$ cat src/pasc_pkg.sv
// Package: shared constants, register indexes, request modes and control structs.
package pasc_pkg;

   localparam int SAMPLE_BITS_DEFAULT = 24;

   localparam int FACTOR_W   = 17;
   localparam int STRENGTH_W = 17;
   localparam int THRESH_W   = 14;
   localparam int COEFF_W    = 16;
   localparam int CSR_DATA_W = 17;
   localparam int CSR_INDEX_W = 2;
   localparam int MODE_W     = 2;
   localparam int QUOT_W     = 16;
   localparam int MUL_B_W    = 18;

   localparam logic [MODE_W-1:0] MODE_ANALYZE   = 2'd0;
   localparam logic [MODE_W-1:0] MODE_BLOCK_END = 2'd1;
   localparam logic [MODE_W-1:0] MODE_PROCESS   = 2'd2;
   localparam logic [MODE_W-1:0] MODE_UNUSED    = 2'd3;

   localparam logic [CSR_INDEX_W-1:0] CSR_ENABLE    = 2'd0;
   localparam logic [CSR_INDEX_W-1:0] CSR_STRENGTH  = 2'd1;
   localparam logic [CSR_INDEX_W-1:0] CSR_THRESHOLD = 2'd2;
   localparam logic [CSR_INDEX_W-1:0] CSR_SMOOTH    = 2'd3;

   localparam logic                  ENABLE_RESET    = 1'b1;
   localparam logic [STRENGTH_W-1:0] STRENGTH_RESET  = 17'd65536;
   localparam logic [THRESH_W-1:0]   THRESHOLD_RESET = 14'd4506;
   localparam logic [COEFF_W-1:0]    SMOOTH_RESET    = 16'd58982;

   localparam logic [FACTOR_W-1:0] UNITY16     = 17'd65536;
   localparam logic [FACTOR_W-1:0] FACTOR_MIN  = 17'd656;
   localparam logic [14:0]         RATIO_SAT   = 15'd16384;
   localparam logic [14:0]         RATIO_ONE   = 15'd4096;
   localparam logic [13:0]         TARGET_KNEE = 14'd5120;
   // ceil(2^17 / 5), exact floor(4d/5) for 4d < 20480
   localparam logic [MUL_B_W-1:0]  RECIP5      = 18'd26215;
   localparam logic [MUL_B_W-1:0]  THREE_UNITY = 18'd196608;

   typedef struct packed {
      logic load;
      logic step;
   } div_ctrl_type;

   typedef struct packed {
      logic [QUOT_W-1:0] quot;
      logic              last;
   } div_stat_type;

endpackage

$ cat src/pasc_if.sv
// Interfaces: request and response channels with valid/ready handshake.
interface pasc_req_if #(
   parameter int SAMPLE_BITS = pasc_pkg::SAMPLE_BITS_DEFAULT
);
   logic                              valid;
   logic                              ready;
   logic [pasc_pkg::MODE_W-1:0]       mode;
   logic signed [SAMPLE_BITS-1:0]     sample_in;

   modport source (output valid, output mode, output sample_in, input ready);
   modport sink   (input valid, input mode, input sample_in, output ready);
endinterface

interface pasc_rsp_if #(
   parameter int SAMPLE_BITS = pasc_pkg::SAMPLE_BITS_DEFAULT
);
   logic                              valid;
   logic                              ready;
   logic signed [SAMPLE_BITS-1:0]     sample_out;
   logic [pasc_pkg::FACTOR_W-1:0]     factor_out;

   modport source (output valid, output sample_out, output factor_out, input ready);
   modport sink   (input valid, input sample_out, input factor_out, output ready);
endinterface

$ cat src/pasc_mul_unit.sv
// Shared multiplier with registered product.
module pasc_mul_unit #(
   parameter int A_W = pasc_pkg::SAMPLE_BITS_DEFAULT
) (
   input  logic                               clock,
   input  logic                               en,
   input  logic [A_W-1:0]                     a,
   input  logic [pasc_pkg::MUL_B_W-1:0]       b,
   output logic [A_W+pasc_pkg::MUL_B_W-1:0]   prod
);

   logic [A_W+pasc_pkg::MUL_B_W-1:0] prod_ff;

   always_ff @(posedge clock) begin
      if (en) begin
         prod_ff <= (A_W+pasc_pkg::MUL_B_W)'(a) * (A_W+pasc_pkg::MUL_B_W)'(b);
      end
   end

   assign prod = prod_ff;

endmodule

$ cat src/pasc_div_unit.sv
// Restoring divider: one compare/subtract step per cycle while ctrl.step is set, 16 quotient bits.
module pasc_div_unit #(
   parameter int SAMPLE_BITS = pasc_pkg::SAMPLE_BITS_DEFAULT
) (
   input  logic                          clock,
   input  logic                          reset,
   input  pasc_pkg::div_ctrl_type        ctrl,
   input  logic [SAMPLE_BITS+14:0]       dividend,
   input  logic [SAMPLE_BITS-1:0]        divisor,
   output pasc_pkg::div_stat_type        stat
);

   localparam int RW = SAMPLE_BITS + 15;

   logic [RW-1:0]                 rem_ff, rem_in;
   logic [SAMPLE_BITS-1:0]        dvs_ff, dvs_in;
   logic [pasc_pkg::QUOT_W-1:0]   quot_ff, quot_in;
   logic [3:0]                    k_ff, k_in;
   logic [RW-1:0]                 cand;

   always_comb begin
      rem_in  = rem_ff;
      dvs_in  = dvs_ff;
      quot_in = quot_ff;
      k_in    = k_ff;
      cand    = RW'(dvs_ff) << k_ff;
      if (ctrl.load) begin
         rem_in  = dividend;
         dvs_in  = divisor;
         quot_in = '0;
         k_in    = 4'd15;
      end else if (ctrl.step) begin
         if (rem_ff >= cand) begin
            rem_in        = rem_ff - cand;
            quot_in[k_ff] = 1'b1;
         end
         k_in = k_ff - 4'd1;
      end
   end

   always_ff @(posedge clock) begin
      if (reset) begin
         k_ff <= '0;
      end else begin
         k_ff <= k_in;
      end
   end

   always_ff @(posedge clock) begin
      rem_ff  <= rem_in;
      dvs_ff  <= dvs_in;
      quot_ff <= quot_in;
   end

   assign stat.quot = quot_ff;
   assign stat.last = (k_ff == 4'd0);

endmodule

$ cat src/peak_asymmetry_soft_corrector.sv
// Top level: peak tracking, block-end ratio and factor smoothing, soft gain reduction.
//
//   channel  dir  handshake          payload
//   req_ch   in   valid/ready        mode, sample_in
//   rsp_ch   out  valid/ready        sample_out, factor_out
//   csr_*    in   csr_we             csr_index, csr_wdata
//
// Block-end request: 16 divider steps, then 3 multiplier passes and a blend step.
// Process request at or above the knee: 5 passes of the shared multiplier.
// Other requests: straight to ST_DONE. One request at a time; req_ch.ready only when idle.
// A finished result waits in the output register while the next request is taken.
// Reset is synchronous; it restores the CSR registers and clears peaks and factor.
module peak_asymmetry_soft_corrector #(
   parameter int SAMPLE_BITS = pasc_pkg::SAMPLE_BITS_DEFAULT
) (
   input  logic                                 clock,
   input  logic                                 reset,
   pasc_req_if.sink                             req_ch,
   pasc_rsp_if.source                           rsp_ch,
   input  logic                                 csr_we,
   input  logic [pasc_pkg::CSR_INDEX_W-1:0]     csr_index,
   input  logic [pasc_pkg::CSR_DATA_W-1:0]      csr_wdata
);

   localparam int SB   = SAMPLE_BITS;
   localparam int FRAC = SB - 2;
   localparam int MA   = (SB > 17) ? SB : 17;
   localparam int PW   = MA + pasc_pkg::MUL_B_W;
   localparam int RW   = SB + 15;
   localparam longint ONE_L  = longint'(1) << FRAC;
   localparam longint EPS_L  = (ONE_L + 999999) / 1000000;
   localparam longint KNEE_L = (9 * ONE_L + 9) / 10;
   localparam logic [SB-1:0] EPS_Q  = SB'(EPS_L);
   localparam logic [SB-1:0] KNEE_Q = SB'(KNEE_L);
   localparam logic [SB+3:0] NINE_ONE = (SB+4)'(9 * ONE_L);
   localparam logic [SB:0]   HALF_Q = (SB+1)'((longint'(1) << (SB - 1)) - 1);

   localparam logic [3:0] ST_IDLE  = 4'd0;
   localparam logic [3:0] ST_DIV   = 4'd1;
   localparam logic [3:0] ST_TGT   = 4'd2;
   localparam logic [3:0] ST_FC    = 4'd3;
   localparam logic [3:0] ST_TC    = 4'd4;
   localparam logic [3:0] ST_BLEND = 4'd5;
   localparam logic [3:0] ST_PCALC = 4'd6;
   localparam logic [3:0] ST_P2    = 4'd7;
   localparam logic [3:0] ST_CURVE = 4'd8;
   localparam logic [3:0] ST_CORR  = 4'd9;
   localparam logic [3:0] ST_GAIN  = 4'd10;
   localparam logic [3:0] ST_SCALE = 4'd11;
   localparam logic [3:0] ST_ROUND = 4'd12;
   localparam logic [3:0] ST_DONE  = 4'd13;

   logic [3:0]                          state_ff, state_in;
   logic                                enable_ff, enable_in;
   logic [pasc_pkg::STRENGTH_W-1:0]     strength_ff, strength_in;
   logic [pasc_pkg::THRESH_W-1:0]       thresh_ff, thresh_in;
   logic [pasc_pkg::COEFF_W-1:0]        coeff_ff, coeff_in;
   logic [SB-2:0]                       pos_ff, pos_in;
   logic [SB-1:0]                       neg_ff, neg_in;
   logic [pasc_pkg::FACTOR_W-1:0]       factor_ff, factor_in;
   logic                                rsp_valid_ff, rsp_valid_in;

   logic [SB-1:0]                       res_ff, res_in;
   logic [SB-1:0]                       mag_ff, mag_in;
   logic                                sneg_ff, sneg_in;
   logic [16:0]                         p_ff, p_in;
   logic [16:0]                         target_ff, target_in;
   logic [32:0]                         hold_ff, hold_in;
   logic [SB-1:0]                       rsp_sample_ff, rsp_sample_in;
   logic [pasc_pkg::FACTOR_W-1:0]       rsp_factor_ff, rsp_factor_in;

   logic                                accept, out_free;
   logic [SB-1:0]                       s_raw, s_mag;
   logic                                s_neg;
   logic [SB-2:0]                       pos_new;
   logic [SB-1:0]                       neg_new, hi, lo, lo_f;
   logic                                pos_big;

   pasc_pkg::div_ctrl_type              div_ctrl;
   pasc_pkg::div_stat_type              div_stat;
   logic [RW-1:0]                       div_dividend;

   logic                                mul_en;
   logic [MA-1:0]                       mul_a;
   logic [pasc_pkg::MUL_B_W-1:0]        mul_b;
   logic [PW-1:0]                       prod;
   logic [16:0]                         prod_hi;

   logic [14:0]                         ratio;
   logic [13:0]                         d;
   logic                                gate;
   logic [16:0]                         str_c;
   logic [SB+3:0]                       pdiff;
   logic [SB+19:0]                      pscaled;
   logic [33:0]                         blend_sum;
   logic [PW-1:0]                       rounded;
   logic [SB:0]                         m_raw, m_c, m_neg;

   pasc_div_unit #(.SAMPLE_BITS(SB)) u_div (
      .clock    (clock),
      .reset    (reset),
      .ctrl     (div_ctrl),
      .dividend (div_dividend),
      .divisor  (lo_f),
      .stat     (div_stat)
   );

   pasc_mul_unit #(.A_W(MA)) u_mul (
      .clock (clock),
      .en    (mul_en),
      .a     (mul_a),
      .b     (mul_b),
      .prod  (prod)
   );

   assign req_ch.ready      = (state_ff == ST_IDLE);
   assign accept            = req_ch.valid && (state_ff == ST_IDLE);
   assign out_free          = !rsp_valid_ff || rsp_ch.ready;
   assign rsp_ch.valid      = rsp_valid_ff;
   assign rsp_ch.sample_out = rsp_sample_ff;
   assign rsp_ch.factor_out = rsp_factor_ff;

   // peak tracking and block-end divisor selection
   always_comb begin
      s_raw   = req_ch.sample_in;
      s_neg   = s_raw[SB-1];
      s_mag   = s_neg ? (SB'(0) - s_raw) : s_raw;
      pos_new = (!s_neg && (s_raw[SB-2:0] > pos_ff)) ? s_raw[SB-2:0] : pos_ff;
      neg_new = (s_neg && (s_mag > neg_ff)) ? s_mag : neg_ff;
      pos_big = {1'b0, pos_new} > neg_new;
      hi      = pos_big ? {1'b0, pos_new} : neg_new;
      lo      = pos_big ? neg_new : {1'b0, pos_new};
      lo_f    = (lo < EPS_Q) ? EPS_Q : lo;
      div_dividend = RW'(hi) << 12;
   end

   // ratio, target gating and process-path helpers
   always_comb begin
      if (div_stat.quot[15]) begin
         ratio = pasc_pkg::RATIO_SAT;
      end else if (div_stat.quot[14:0] > pasc_pkg::RATIO_SAT) begin
         ratio = pasc_pkg::RATIO_SAT;
      end else begin
         ratio = div_stat.quot[14:0];
      end
      gate    = (ratio > 15'(thresh_ff)) && (ratio > pasc_pkg::RATIO_ONE);
      d       = gate ? 14'(ratio - pasc_pkg::RATIO_ONE) : '0;
      str_c   = (strength_ff > pasc_pkg::UNITY16) ? pasc_pkg::UNITY16 : strength_ff;
      prod_hi = prod[32:16];
      pdiff   = (SB+4)'(mag_ff) * (SB+4)'(10) - NINE_ONE;
      pscaled = {pdiff, 16'b0} >> FRAC;
      blend_sum = 34'(hold_ff) + prod[33:0] + 34'd32768;
      rounded = prod + PW'(32768);
      m_raw   = rounded[SB+16:16];
      if (sneg_ff) begin
         m_c = (m_raw > HALF_Q + (SB+1)'(1)) ? HALF_Q + (SB+1)'(1) : m_raw;
      end else begin
         m_c = (m_raw > HALF_Q) ? HALF_Q : m_raw;
      end
      m_neg = (SB+1)'(0) - m_c;
   end

   // shared multiplier operand selection
   always_comb begin
      mul_en = 1'b1;
      mul_a  = '0;
      mul_b  = '0;
      unique case (state_ff)
         ST_TGT: begin
            mul_a = MA'({d, 2'b00});
            mul_b = pasc_pkg::RECIP5;
         end
         ST_FC: begin
            mul_a = MA'(factor_ff);
            mul_b = pasc_pkg::MUL_B_W'(coeff_ff);
         end
         ST_TC: begin
            mul_a = MA'(target_ff);
            mul_b = pasc_pkg::MUL_B_W'(18'd65536 - pasc_pkg::MUL_B_W'(coeff_ff));
         end
         ST_P2: begin
            mul_a = MA'(p_ff);
            mul_b = pasc_pkg::MUL_B_W'(p_ff);
         end
         ST_CURVE: begin
            mul_a = MA'(prod_hi);
            mul_b = pasc_pkg::THREE_UNITY - pasc_pkg::MUL_B_W'({p_ff, 1'b0});
         end
         ST_CORR: begin
            mul_a = MA'(prod_hi);
            mul_b = pasc_pkg::MUL_B_W'(factor_ff);
         end
         ST_GAIN: begin
            mul_a = MA'(prod_hi);
            mul_b = pasc_pkg::MUL_B_W'(str_c);
         end
         ST_SCALE: begin
            mul_a = MA'(mag_ff);
            mul_b = pasc_pkg::MUL_B_W'(pasc_pkg::UNITY16 - prod_hi);
         end
         default: begin
            mul_en = 1'b0;
         end
      endcase
   end

   // sequencer
   always_comb begin
      state_in      = state_ff;
      enable_in     = enable_ff;
      strength_in   = strength_ff;
      thresh_in     = thresh_ff;
      coeff_in      = coeff_ff;
      pos_in        = pos_ff;
      neg_in        = neg_ff;
      factor_in     = factor_ff;
      rsp_valid_in  = rsp_valid_ff;
      res_in        = res_ff;
      mag_in        = mag_ff;
      sneg_in       = sneg_ff;
      p_in          = p_ff;
      target_in     = target_ff;
      hold_in       = hold_ff;
      rsp_sample_in = rsp_sample_ff;
      rsp_factor_in = rsp_factor_ff;
      div_ctrl      = '0;

      if (csr_we) begin
         unique case (csr_index)
            pasc_pkg::CSR_ENABLE:    enable_in   = csr_wdata[0];
            pasc_pkg::CSR_STRENGTH:  strength_in = csr_wdata;
            pasc_pkg::CSR_THRESHOLD: thresh_in   = csr_wdata[pasc_pkg::THRESH_W-1:0];
            pasc_pkg::CSR_SMOOTH:    coeff_in    = csr_wdata[pasc_pkg::COEFF_W-1:0];
         endcase
      end

      if (rsp_ch.ready) begin
         rsp_valid_in = 1'b0;
      end

      unique case (state_ff)
         ST_IDLE: begin
            if (accept) begin
               res_in   = s_raw;
               mag_in   = s_mag;
               sneg_in  = s_neg;
               state_in = ST_DONE;
               unique case (req_ch.mode)
                  pasc_pkg::MODE_ANALYZE, pasc_pkg::MODE_BLOCK_END: begin
                     if (!enable_ff) begin
                        factor_in = '0;
                        pos_in    = '0;
                        neg_in    = '0;
                     end else if (req_ch.mode == pasc_pkg::MODE_ANALYZE) begin
                        pos_in = pos_new;
                        neg_in = neg_new;
                     end else begin
                        pos_in = '0;
                        neg_in = '0;
                        if (hi < EPS_Q) begin
                           factor_in = '0;
                        end else begin
                           div_ctrl.load = 1'b1;
                           state_in      = ST_DIV;
                        end
                     end
                  end
                  pasc_pkg::MODE_PROCESS: begin
                     if (enable_ff && (factor_ff >= pasc_pkg::FACTOR_MIN) &&
                         (s_mag >= KNEE_Q)) begin
                        state_in = ST_PCALC;
                     end
                  end
                  pasc_pkg::MODE_UNUSED: begin
                     state_in = ST_DONE;
                  end
               endcase
            end
         end
         ST_DIV: begin
            div_ctrl.step = 1'b1;
            if (div_stat.last) begin
               state_in = ST_TGT;
            end
         end
         ST_TGT: begin
            state_in = ST_FC;
         end
         ST_FC: begin
            if (!gate) begin
               target_in = '0;
            end else if (d >= pasc_pkg::TARGET_KNEE) begin
               target_in = pasc_pkg::UNITY16;
            end else begin
               target_in = 17'(17'(d) * 17'd12 + 17'(prod[PW-1:17]));
            end
            state_in = ST_TC;
         end
         ST_TC: begin
            hold_in  = prod[32:0];
            state_in = ST_BLEND;
         end
         ST_BLEND: begin
            factor_in = blend_sum[32:16];
            state_in  = ST_DONE;
         end
         ST_PCALC: begin
            p_in     = (pscaled > (SB+20)'(65536)) ? pasc_pkg::UNITY16 : pscaled[16:0];
            state_in = ST_P2;
         end
         ST_P2:    state_in = ST_CURVE;
         ST_CURVE: state_in = ST_CORR;
         ST_CORR:  state_in = ST_GAIN;
         ST_GAIN:  state_in = ST_SCALE;
         ST_SCALE: state_in = ST_ROUND;
         ST_ROUND: begin
            res_in   = sneg_ff ? m_neg[SB-1:0] : m_c[SB-1:0];
            state_in = ST_DONE;
         end
         ST_DONE: begin
            if (out_free) begin
               rsp_valid_in  = 1'b1;
               rsp_sample_in = res_ff;
               rsp_factor_in = factor_ff;
               state_in      = ST_IDLE;
            end
         end
         default: begin
            state_in = ST_IDLE;
         end
      endcase
   end

   always_ff @(posedge clock) begin
      if (reset) begin
         state_ff     <= ST_IDLE;
         enable_ff    <= pasc_pkg::ENABLE_RESET;
         strength_ff  <= pasc_pkg::STRENGTH_RESET;
         thresh_ff    <= pasc_pkg::THRESHOLD_RESET;
         coeff_ff     <= pasc_pkg::SMOOTH_RESET;
         pos_ff       <= '0;
         neg_ff       <= '0;
         factor_ff    <= '0;
         rsp_valid_ff <= 1'b0;
      end else begin
         state_ff     <= state_in;
         enable_ff    <= enable_in;
         strength_ff  <= strength_in;
         thresh_ff    <= thresh_in;
         coeff_ff     <= coeff_in;
         pos_ff       <= pos_in;
         neg_ff       <= neg_in;
         factor_ff    <= factor_in;
         rsp_valid_ff <= rsp_valid_in;
      end
   end

   always_ff @(posedge clock) begin
      res_ff        <= res_in;
      mag_ff        <= mag_in;
      sneg_ff       <= sneg_in;
      p_ff          <= p_in;
      target_ff     <= target_in;
      hold_ff       <= hold_in;
      rsp_sample_ff <= rsp_sample_in;
      rsp_factor_ff <= rsp_factor_in;
   end

endmodule
$ cat src/flat_wrapper.sv
// flat-port wrapper written by rule: the top's interface ports become plain ports
module peak_asymmetry_soft_corrector_flat 
#(
   parameter int SAMPLE_BITS = pasc_pkg::SAMPLE_BITS_DEFAULT
)
  (clock, reset, csr_we, csr_index, csr_wdata, req_ch_valid, req_ch_mode, req_ch_sample_in, req_ch_ready, rsp_ch_valid, rsp_ch_sample_out, rsp_ch_factor_out, rsp_ch_ready);
  pasc_req_if #(.SAMPLE_BITS(SAMPLE_BITS)) req_ch_i ();
  pasc_rsp_if #(.SAMPLE_BITS(SAMPLE_BITS)) rsp_ch_i ();
  input  logic clock;
  input  logic reset;
  input  logic csr_we;
  input  logic [pasc_pkg::CSR_INDEX_W-1:0] csr_index;
  input  logic [pasc_pkg::CSR_DATA_W-1:0] csr_wdata;
  input wire logic [$bits(req_ch_i.valid)-1:0] req_ch_valid;
  input wire logic [$bits(req_ch_i.mode)-1:0] req_ch_mode;
  input wire logic [$bits(req_ch_i.sample_in)-1:0] req_ch_sample_in;
  output wire logic [$bits(req_ch_i.ready)-1:0] req_ch_ready;
  output wire logic [$bits(rsp_ch_i.valid)-1:0] rsp_ch_valid;
  output wire logic [$bits(rsp_ch_i.sample_out)-1:0] rsp_ch_sample_out;
  output wire logic [$bits(rsp_ch_i.factor_out)-1:0] rsp_ch_factor_out;
  input wire logic [$bits(rsp_ch_i.ready)-1:0] rsp_ch_ready;
  assign req_ch_i.valid = req_ch_valid;
  assign req_ch_i.mode = req_ch_mode;
  assign req_ch_i.sample_in = req_ch_sample_in;
  assign req_ch_ready = req_ch_i.ready;
  assign rsp_ch_valid = rsp_ch_i.valid;
  assign rsp_ch_sample_out = rsp_ch_i.sample_out;
  assign rsp_ch_factor_out = rsp_ch_i.factor_out;
  assign rsp_ch_i.ready = rsp_ch_ready;
  peak_asymmetry_soft_corrector #(.SAMPLE_BITS(SAMPLE_BITS)) u_core (.clock(clock), .reset(reset), .req_ch(req_ch_i), .rsp_ch(rsp_ch_i), .csr_we(csr_we), .csr_index(csr_index), .csr_wdata(csr_wdata));
endmodule
$ cat config.mk
export PLATFORM = sky130hd
export DESIGN_NAME = peak_asymmetry_soft_corrector_flat
export DESIGN_NICKNAME = d
export VERILOG_FILES = /design/src/pasc_pkg.sv /design/src/pasc_if.sv /design/src/pasc_mul_unit.sv /design/src/pasc_div_unit.sv /design/src/peak_asymmetry_soft_corrector.sv /design/src/flat_wrapper.sv
export SDC_FILE = /design/constraint.sdc
export NUM_CORES = 2
export LEC_CHECK = 0
export BUFFER_PORTS_ARGS = -buffer_cell sky130_fd_sc_hd__buf_2
export CAP_MARGIN = 40
export CELL_PAD_IN_SITES_DETAIL_PLACEMENT = 1
export CELL_PAD_IN_SITES_GLOBAL_PLACEMENT = 2
export CORE_UTILIZATION = 41
export CTS_CLUSTER_SIZE = 14
export DETAILED_ROUTE_END_ITERATION = 10
export GPL_TIMING_DRIVEN = 0
export PLACE_DENSITY = 0.78
export SYNTH_ARGS = -nofsm -noshare
export SYNTH_HDL_FRONTEND = slang
export SYNTH_SLANG_ARGS = --single-unit
$ cat constraint.sdc
create_clock -name clock -period 13.2 [get_ports clock]
set_input_delay 0.66 -clock clock [delete_from_list [all_inputs] [get_ports clock]]
set_output_delay 0.66 -clock clock [all_outputs]
set_load 0.005 [all_outputs]
After elaboration in Yosys (flattened, before gate mapping)
Index checks and enable logic that the tools add are counted. W data, S select, Z words.

Bitwise operators: 2. Reduce and logical (&&, ||, !) cells: 35. Shift-type cells: 1. Magnitude comparators: 18. Muxes and demuxes: 55. Equality and inequality tests: 25. Add/sub/neg operators: 13. Multiply operators: 3.

Operator list (count): $mux W24 (11); $pmux W18 S8 (1); $pmux W24 S6 (1); $mux W17 (7); $mux W36 (3); $mux W23 (3); $pmux W4 S13 (1); $lt A24 B3 Y1 const B (2); $pmux W24 S2 (1); $sub A1 B24 Y24 const A (2); $add A41 B16 Y41 const B (1); $mul A24 B18 Y41 (1); $ge A39 B39 Y1 (1); $shl A24 B4 Y39 (1); $sub A39 B39 Y39 (1); $mux W4 (9); $pmux W17 S2 (1); $add A33 B16 Y33 const B (1); $add A33 B33 Y33 (1); $mux W15 (2); $sub A28 B26 Y28 const B (1); $mul A24 B3 Y27 const B (1); $gt A25 B23 Y1 const B (1); $gt A25 B24 Y1 const B (1); 46 further kinds (97).

Register bits: 398. Output and inout port bits: 43. Bits of input ports: 50.

Longest topological paths before layout
Depth after elaboration: 16. Mapped depth: 42. Mapped depth without buffers: 38.

Cells and area by module
From an unflattened synthesis, not the netlist that was laid out.

Cells, all modules: 4904. Area, all modules: 42992.5 µm².

Modules (own cells, without submodules): peak_asymmetry_soft_corrector (area an instance 21275.4 µm², sequential area each 7056.8 µm², cells an instance 2527, instances 1); pasc_mul_unit (area an instance 15249.6 µm², sequential area each 1261.2 µm², cells an instance 1683, instances 1); pasc_div_unit (area an instance 6467.5 µm², sequential area each 2292.2 µm², cells an instance 694, instances 1).

Least setup slack after synthesis
Ideal clock, no wire load.

Kind: flip-flop to flip-flop. Start: reg u_core.u_div.quot_ff[0] (netlist name). End: reg u_core.u_mul.prod_ff, in the netlist u_core.u_mul.prod[40] (data pin). Clock period less this slack: 9641 ps. Data required time: 12936 ps. Buffers on the path: 3. Cell stages (with the launch flop): 42. Setup time: 264 ps. Path slack: 3559 ps. Arrival time: 9377 ps. Path through: dfxtp_1 nor4_1 nand4_1 a21oi_1 clkbuf_1 and2_1 ha_1 nor2b_1 o21a_1 o21a_1 o21a_1 o21a_1 o21bai_1 a41oi_1 and3_1 clkbuf_1 buf_1 a211oi_1 (+6 left out) inv_1 fa_1 inv_1 fa_1 inv_1 fa_1 inv_1 ha_1 and2_1 nand2_1 o21ai_0 a311o_1 a22oi_1 o21ai_0 nand4_1 nand4b_1 o31ai_1 xnor2_1.

Word-level cells in the longest chain between the ends: 8. Elaborated cells on any way between the ends: 10.

RTL lines: start: declaration (line pasc_div_unit.sv:17) `logic [pasc_pkg::QUOT_W-1:0] quot_ff, quot_in;`; start signal: assignment (line pasc_div_unit.sv:52) `quot_ff <= quot_in;`; $gt A15 B15 Y1 (line peak_asymmetry_soft_corrector.sv:141) `end else if (div_stat.quot[14:0] > pasc_pkg::RATIO_SAT) begin`; $mux W15 * (line peak_asymmetry_soft_corrector.sv:141); $mux W15 * (line peak_asymmetry_soft_corrector.sv:139) `if (div_stat.quot[15]) begin`; $gt A15 B14 Y1 / $gt A15 B13 Y1 (equally long branches) (line peak_asymmetry_soft_corrector.sv:146) `gate = (ratio > 15'(thresh_ff)) && (ratio > pasc_pkg::RATIO_ONE);`; $logic_and A1 B1 Y1 (line peak_asymmetry_soft_corrector.sv:146); $mux W14 * (line peak_asymmetry_soft_corrector.sv:147) `d = gate ? 14'(ratio - pasc_pkg::RATIO_ONE) : '0;`; $pmux W24 S6 * (line peak_asymmetry_soft_corrector.sv:168) `unique case (state_ff)`; $mul A24 B18 Y41 * (line pasc_mul_unit.sv:16) `prod_ff <= (A_W+pasc_pkg::MUL_B_W)'(a) * (A_W+pasc_pkg::MUL_B_W)'(b);`; end signal: assignment (line pasc_mul_unit.sv:16); end: declaration (line pasc_mul_unit.sv:12) `logic [A_W+pasc_pkg::MUL_B_W-1:0] prod_ff;`.

Every way passes the cells marked *; elsewhere a longest branch is shown, timed or not. A chain may end at the register's enable or synchronous reset.

Worst setup path in the final report
Start: reg u_core.u_div.quot_ff[0] (netlist name). End: reg u_core.u_mul.prod_ff, in the netlist u_core.u_mul.prod[39] (data pin).

The elaborated chain is that of the path after synthesis.

==> run summary <==
Max cap viols - 0
Initial antenna violation count - 18
CTS tree - yes
Mux contribution to synthesized area - 3.235%
Critical Path RT - 13.53 ns
Ys Warns - 0
Vias in the first global route - 38233
Layout area overhead - 10.51%
Worst EP arrival - 13.01 ns
RSZ-0062 raised after global routing - no
Starting density of the core - 41.52%
Mapped Cells - 4871
Crit-path max FO - 10
Lkg Pwr - 20.60 nW
XOR/XNOR Fraction of Synth Area - 4.353%
Die Ht - 323.7 um
Adder and majority gate portion of the synthesized area - 28.09%
Clk_skew - 0.05545 ns
HPWL after detailed placement - 140800 um
Post-CTS setup buffer count - 0
Inserted Clock Buffers - 48
Worst VDD drop - 0.2065 mV
Port bufs - 91
Number of enable flip-flop cells after synthesis - 246
Number of buffers and inverters on the critical path - 9
H-tree Lvls - 2
Hold Crit Class - in -> reg
Yosys reg bits - 398
Clock latency on the worst-skew pair - 0.67 ns
Overflow after GRT - 0
Post-synth ARST share - 0%
Pwr/cell area - 234.2 mW/mm^2
# setup viols final - 0
Final ANT Viol Nets - 0
Pre-CTS WS - 0.3103 ns
Minimum clock period - 12.68 ns
Simple-gate share of the synthesized area - 17.53%
CTS sink cnt - 398
Nets - 5853
Drc violations - 0
Max-Slew Margin vs Limit - 33.02%
Count of final max-slew check failures - 0
Final WS setup - 0.5158 ns
CTS Buffer Depth - 3
Cts hold-fix bufs - 0
Vias - 37385
CP max stage cell - o21ai_0
I/O Pins - 93
Net Count, Synth - 5661
Initial DRC Count - 2756
FF+latch area - 0.01043 mm^2
Compound-Gate Fraction of Synth Area - 14.88%
Setup Crit Path Kind - reg -> reg
Multi-input logic area - 0.02898 mm^2
Mapped Area - 0.04242 mm^2
Standard-cell rows - 117
Final Wtd Congestion - 0.9676
Avg Cell Area, Syn - 8.709 um^2
Critical Path Start Type - flip-flop
Final hold violation count - 0
CTS Root Cell - clkbuf_16
Delay-heaviest family, CP - adder cells
Avg WL per Cell - 26.00 um
Setup TNS - 0 ns
First-pass GRT wire length - 249300 um
Cell mode on critical path - fa_1
Worst path max stage delay - 0.60 ns
Share of layout cells above drive strength 1 - 6.917%
Count of cell types in the netlist - 96
Clock slew at reported path FFs - 0.06 ns
Die width - 323.7 um
Core Footprint - 0.1022 mm^2
Pin count of the biggest net entering global routing - 34
Status - completed
Final period utilization - 96.09%
Primary FF master, synth - edfxtp_1
Fmax - 78.84 MHz
Initial DRT Pass Iterations - 6
DIE AREA - 0.1048 mm^2
Worst Tran Pin Value - 0.9941 ns
Total GRT Usage - 32.33%
Combinational family with the most area after synthesis - adder cells
Fill count - 12199
Vias per cell - 5.768
Crit end category - flip-flop
Sequential fraction of the synthesis area - 24.59%
Final WL - 168500 um
[worst paths after layout]
check,slack [ns],start,cells past startpoint,end
max,0.52,u_core.u_div.quot_ff[0],38,u_core.u_mul.prod[39]
min,0.24,req_ch_sample_in[0],1,u_core.mag_ff[0]
max reg2reg,0.52,u_core.u_div.quot_ff[0],38,u_core.u_mul.prod[39]
min reg2reg,0.41,u_core.res_ff[22],0,u_core.rsp_ch.sample_out[22]
[metal layers]
| metal | GRT usage (%) | up-vias | wire [um] | part of all wire, % |
|---|---|---|---|---|
| met5 | 0 | - | 81 | 0.048 |
| met4 | 12.62 | 12 | 7136 | 4.2 |
| met3 | 4.920 | 288 | 10670 | 6.3 |
| met2 | 53.23 | 1110 | 78250 | 46 |
| met1 | 42.56 | 18877 | 72360 | 43 |
| li1 | - | 17098 | - | - |
[through the flow]
| stage | power (mW) | cells | hold slack, ns | utilization, % | area (um^2) |
|---|---|---|---|---|---|
| 3_3_place_gp | 9.278 | 6330 | 0.4024 | 43.64 | 44590 |
| 3_5_place_dp | 9.551 | 6383 | 0.4056 | 44.25 | 45220 |
| 5_1_grt | 11.79 | 6474 | 0.2326 | 45.87 | 46870 |
| 4_1_cts | 11.00 | 6473 | 0.2048 | 45.86 | 46860 |
| 6_report | 10.98 | 6481 | 0.2352 | 45.88 | 46880 |
| 2_1_floorplan | 6.838 | 4871 | 0.4003 | - | 42420 |
[logic make-up (layout without fill, tap and decap cells)]
logic type	after synthesis	after routing
simple gates	1639	1639
compound gates	953	953
buf+inv	810	1042
fa+ha+maj	740	740
flops	398	398
xor+xnor	210	210
mux	120	120
other cells	1	11
[cell usage after synthesis, types with 10 or more instances]
cell	number	area, um^2
nand2_1	602	2260
inv_1	580	2177
nor2_1	494	1854
ha_1	386	4830
fa_1	354	7087
a21oi_1	288	1441
edfxtp_1	246	7387
clkbuf_1	180	675.7
o21ai_0	154	770.7
dfxtp_1	152	3043
xnor2_1	127	1112
nand3_1	105	525.5
a21o_1	95	713.2
mux2i_1	82	820.8
xor2_1	82	718.2
nor3_1	77	385.4
a22oi_1	59	442.9
nand4_1	59	369.1
and2_1	49	306.5
and3_1	43	269.0
a31oi_1	41	256.5
nor4_1	41	256.5
nand2b_1	39	244.0
a211oi_1	34	255.2
o21a_1	30	225.2
mux2_2	27	304.0
nor2b_1	26	162.7
o22ai_1	25	156.4
o211ai_1	24	180.2
a22o_1	20	175.2
buf_1	20	75.07
o31ai_1	19	142.6
or2_2	19	118.9
buf_2	18	90.09
o21bai_1	18	135.1
or4_1	16	120.1
a221oi_1	15	131.4
or3_1	14	87.58
a211o_1	13	113.9
and4_1	13	113.9
mux4_2	11	247.7
o41ai_1	11	96.34
a221o_1	10	100.1
[what timing repair did]
| action | CTS | global route |
|---|---|---|
| hold endpoints to repair | 0 | 0 |
| resized for setup | 0 | 3 |
| endpoints found under the setup margin | 0 | 7 |
[cells in the final DEF (no fill, tap or decap), drive strengths merged, types with 15 or more instances in the layout]
cell type / instances
mux2: 27
dfxtp: 152
edfxtp: 246
buf: 187
o211ai: 25
a211oi: 38
ha: 386
xnor2: 127
xor2: 83
o21bai: 18
fa: 354
nand2b: 39
inv: 588
or4: 17
o31ai: 20
a21o: 95
and2: 51
clkbuf: 244
a31oi: 42
o41ai: 16
nand4: 59
a22o: 20
nor3: 78
o21ai: 158
a221oi: 15
or2: 21
nand3: 105
nor2: 494
a21oi: 288
mux2i: 82
a22oi: 59
nor4: 45
o21a: 30
nor2b: 26
clkinv: 17
nand2: 603
and3: 43
o22ai: 25
[power by group]
| group | total (mW) | internal (mW) | switching, mW |
|---|---|---|---|
| Clock | 1.40 | 0.800 | 0.598 |
| Sequential | 2.06 | 1.75 | 0.317 |
| Combinational | 7.52 | 2.61 | 4.91 |
| Total | 11.0 | 5.16 | 5.83 |
[registers in the layout, summed over array words and instances (netlist names)]
register                  flops
u_core.u_div.dvs_ff          24
u_core.u_mul.prod            41
u_core.mag_ff                24
u_core.sneg_ff                1
u_core.factor_ff             17
u_core.u_div.quot_ff         16
u_core.pos_ff                23
u_core.enable_ff              1
u_core.res_ff                24
u_core.rsp_ch.valid           1
u_core.hold_ff               33
u_core.p_ff                  17
u_core.thresh_ff             14
u_core.u_div.k_ff             4
u_core.strength_ff           17
u_core.u_div.rem_ff          39
u_core.rsp_ch.sample_out     24
u_core.rsp_ch.factor_out     17
u_core.state_ff               4
u_core.target_ff             17
u_core.coeff_ff              16
u_core.neg_ff                24
[area by class of cell]
cell class	instances	share of cell area, %
multi-input cells	3663	61.82
well taps	1368	3.651
clock inverters	24	0.5364
clock buffers	66	2.954
repair buffers	144	2.130
inverters	586	4.692
diodes	10	0.05337
plain buffers	222	1.916
flip-flops and latches	398	22.25
(Power assumes the default switching activity.)
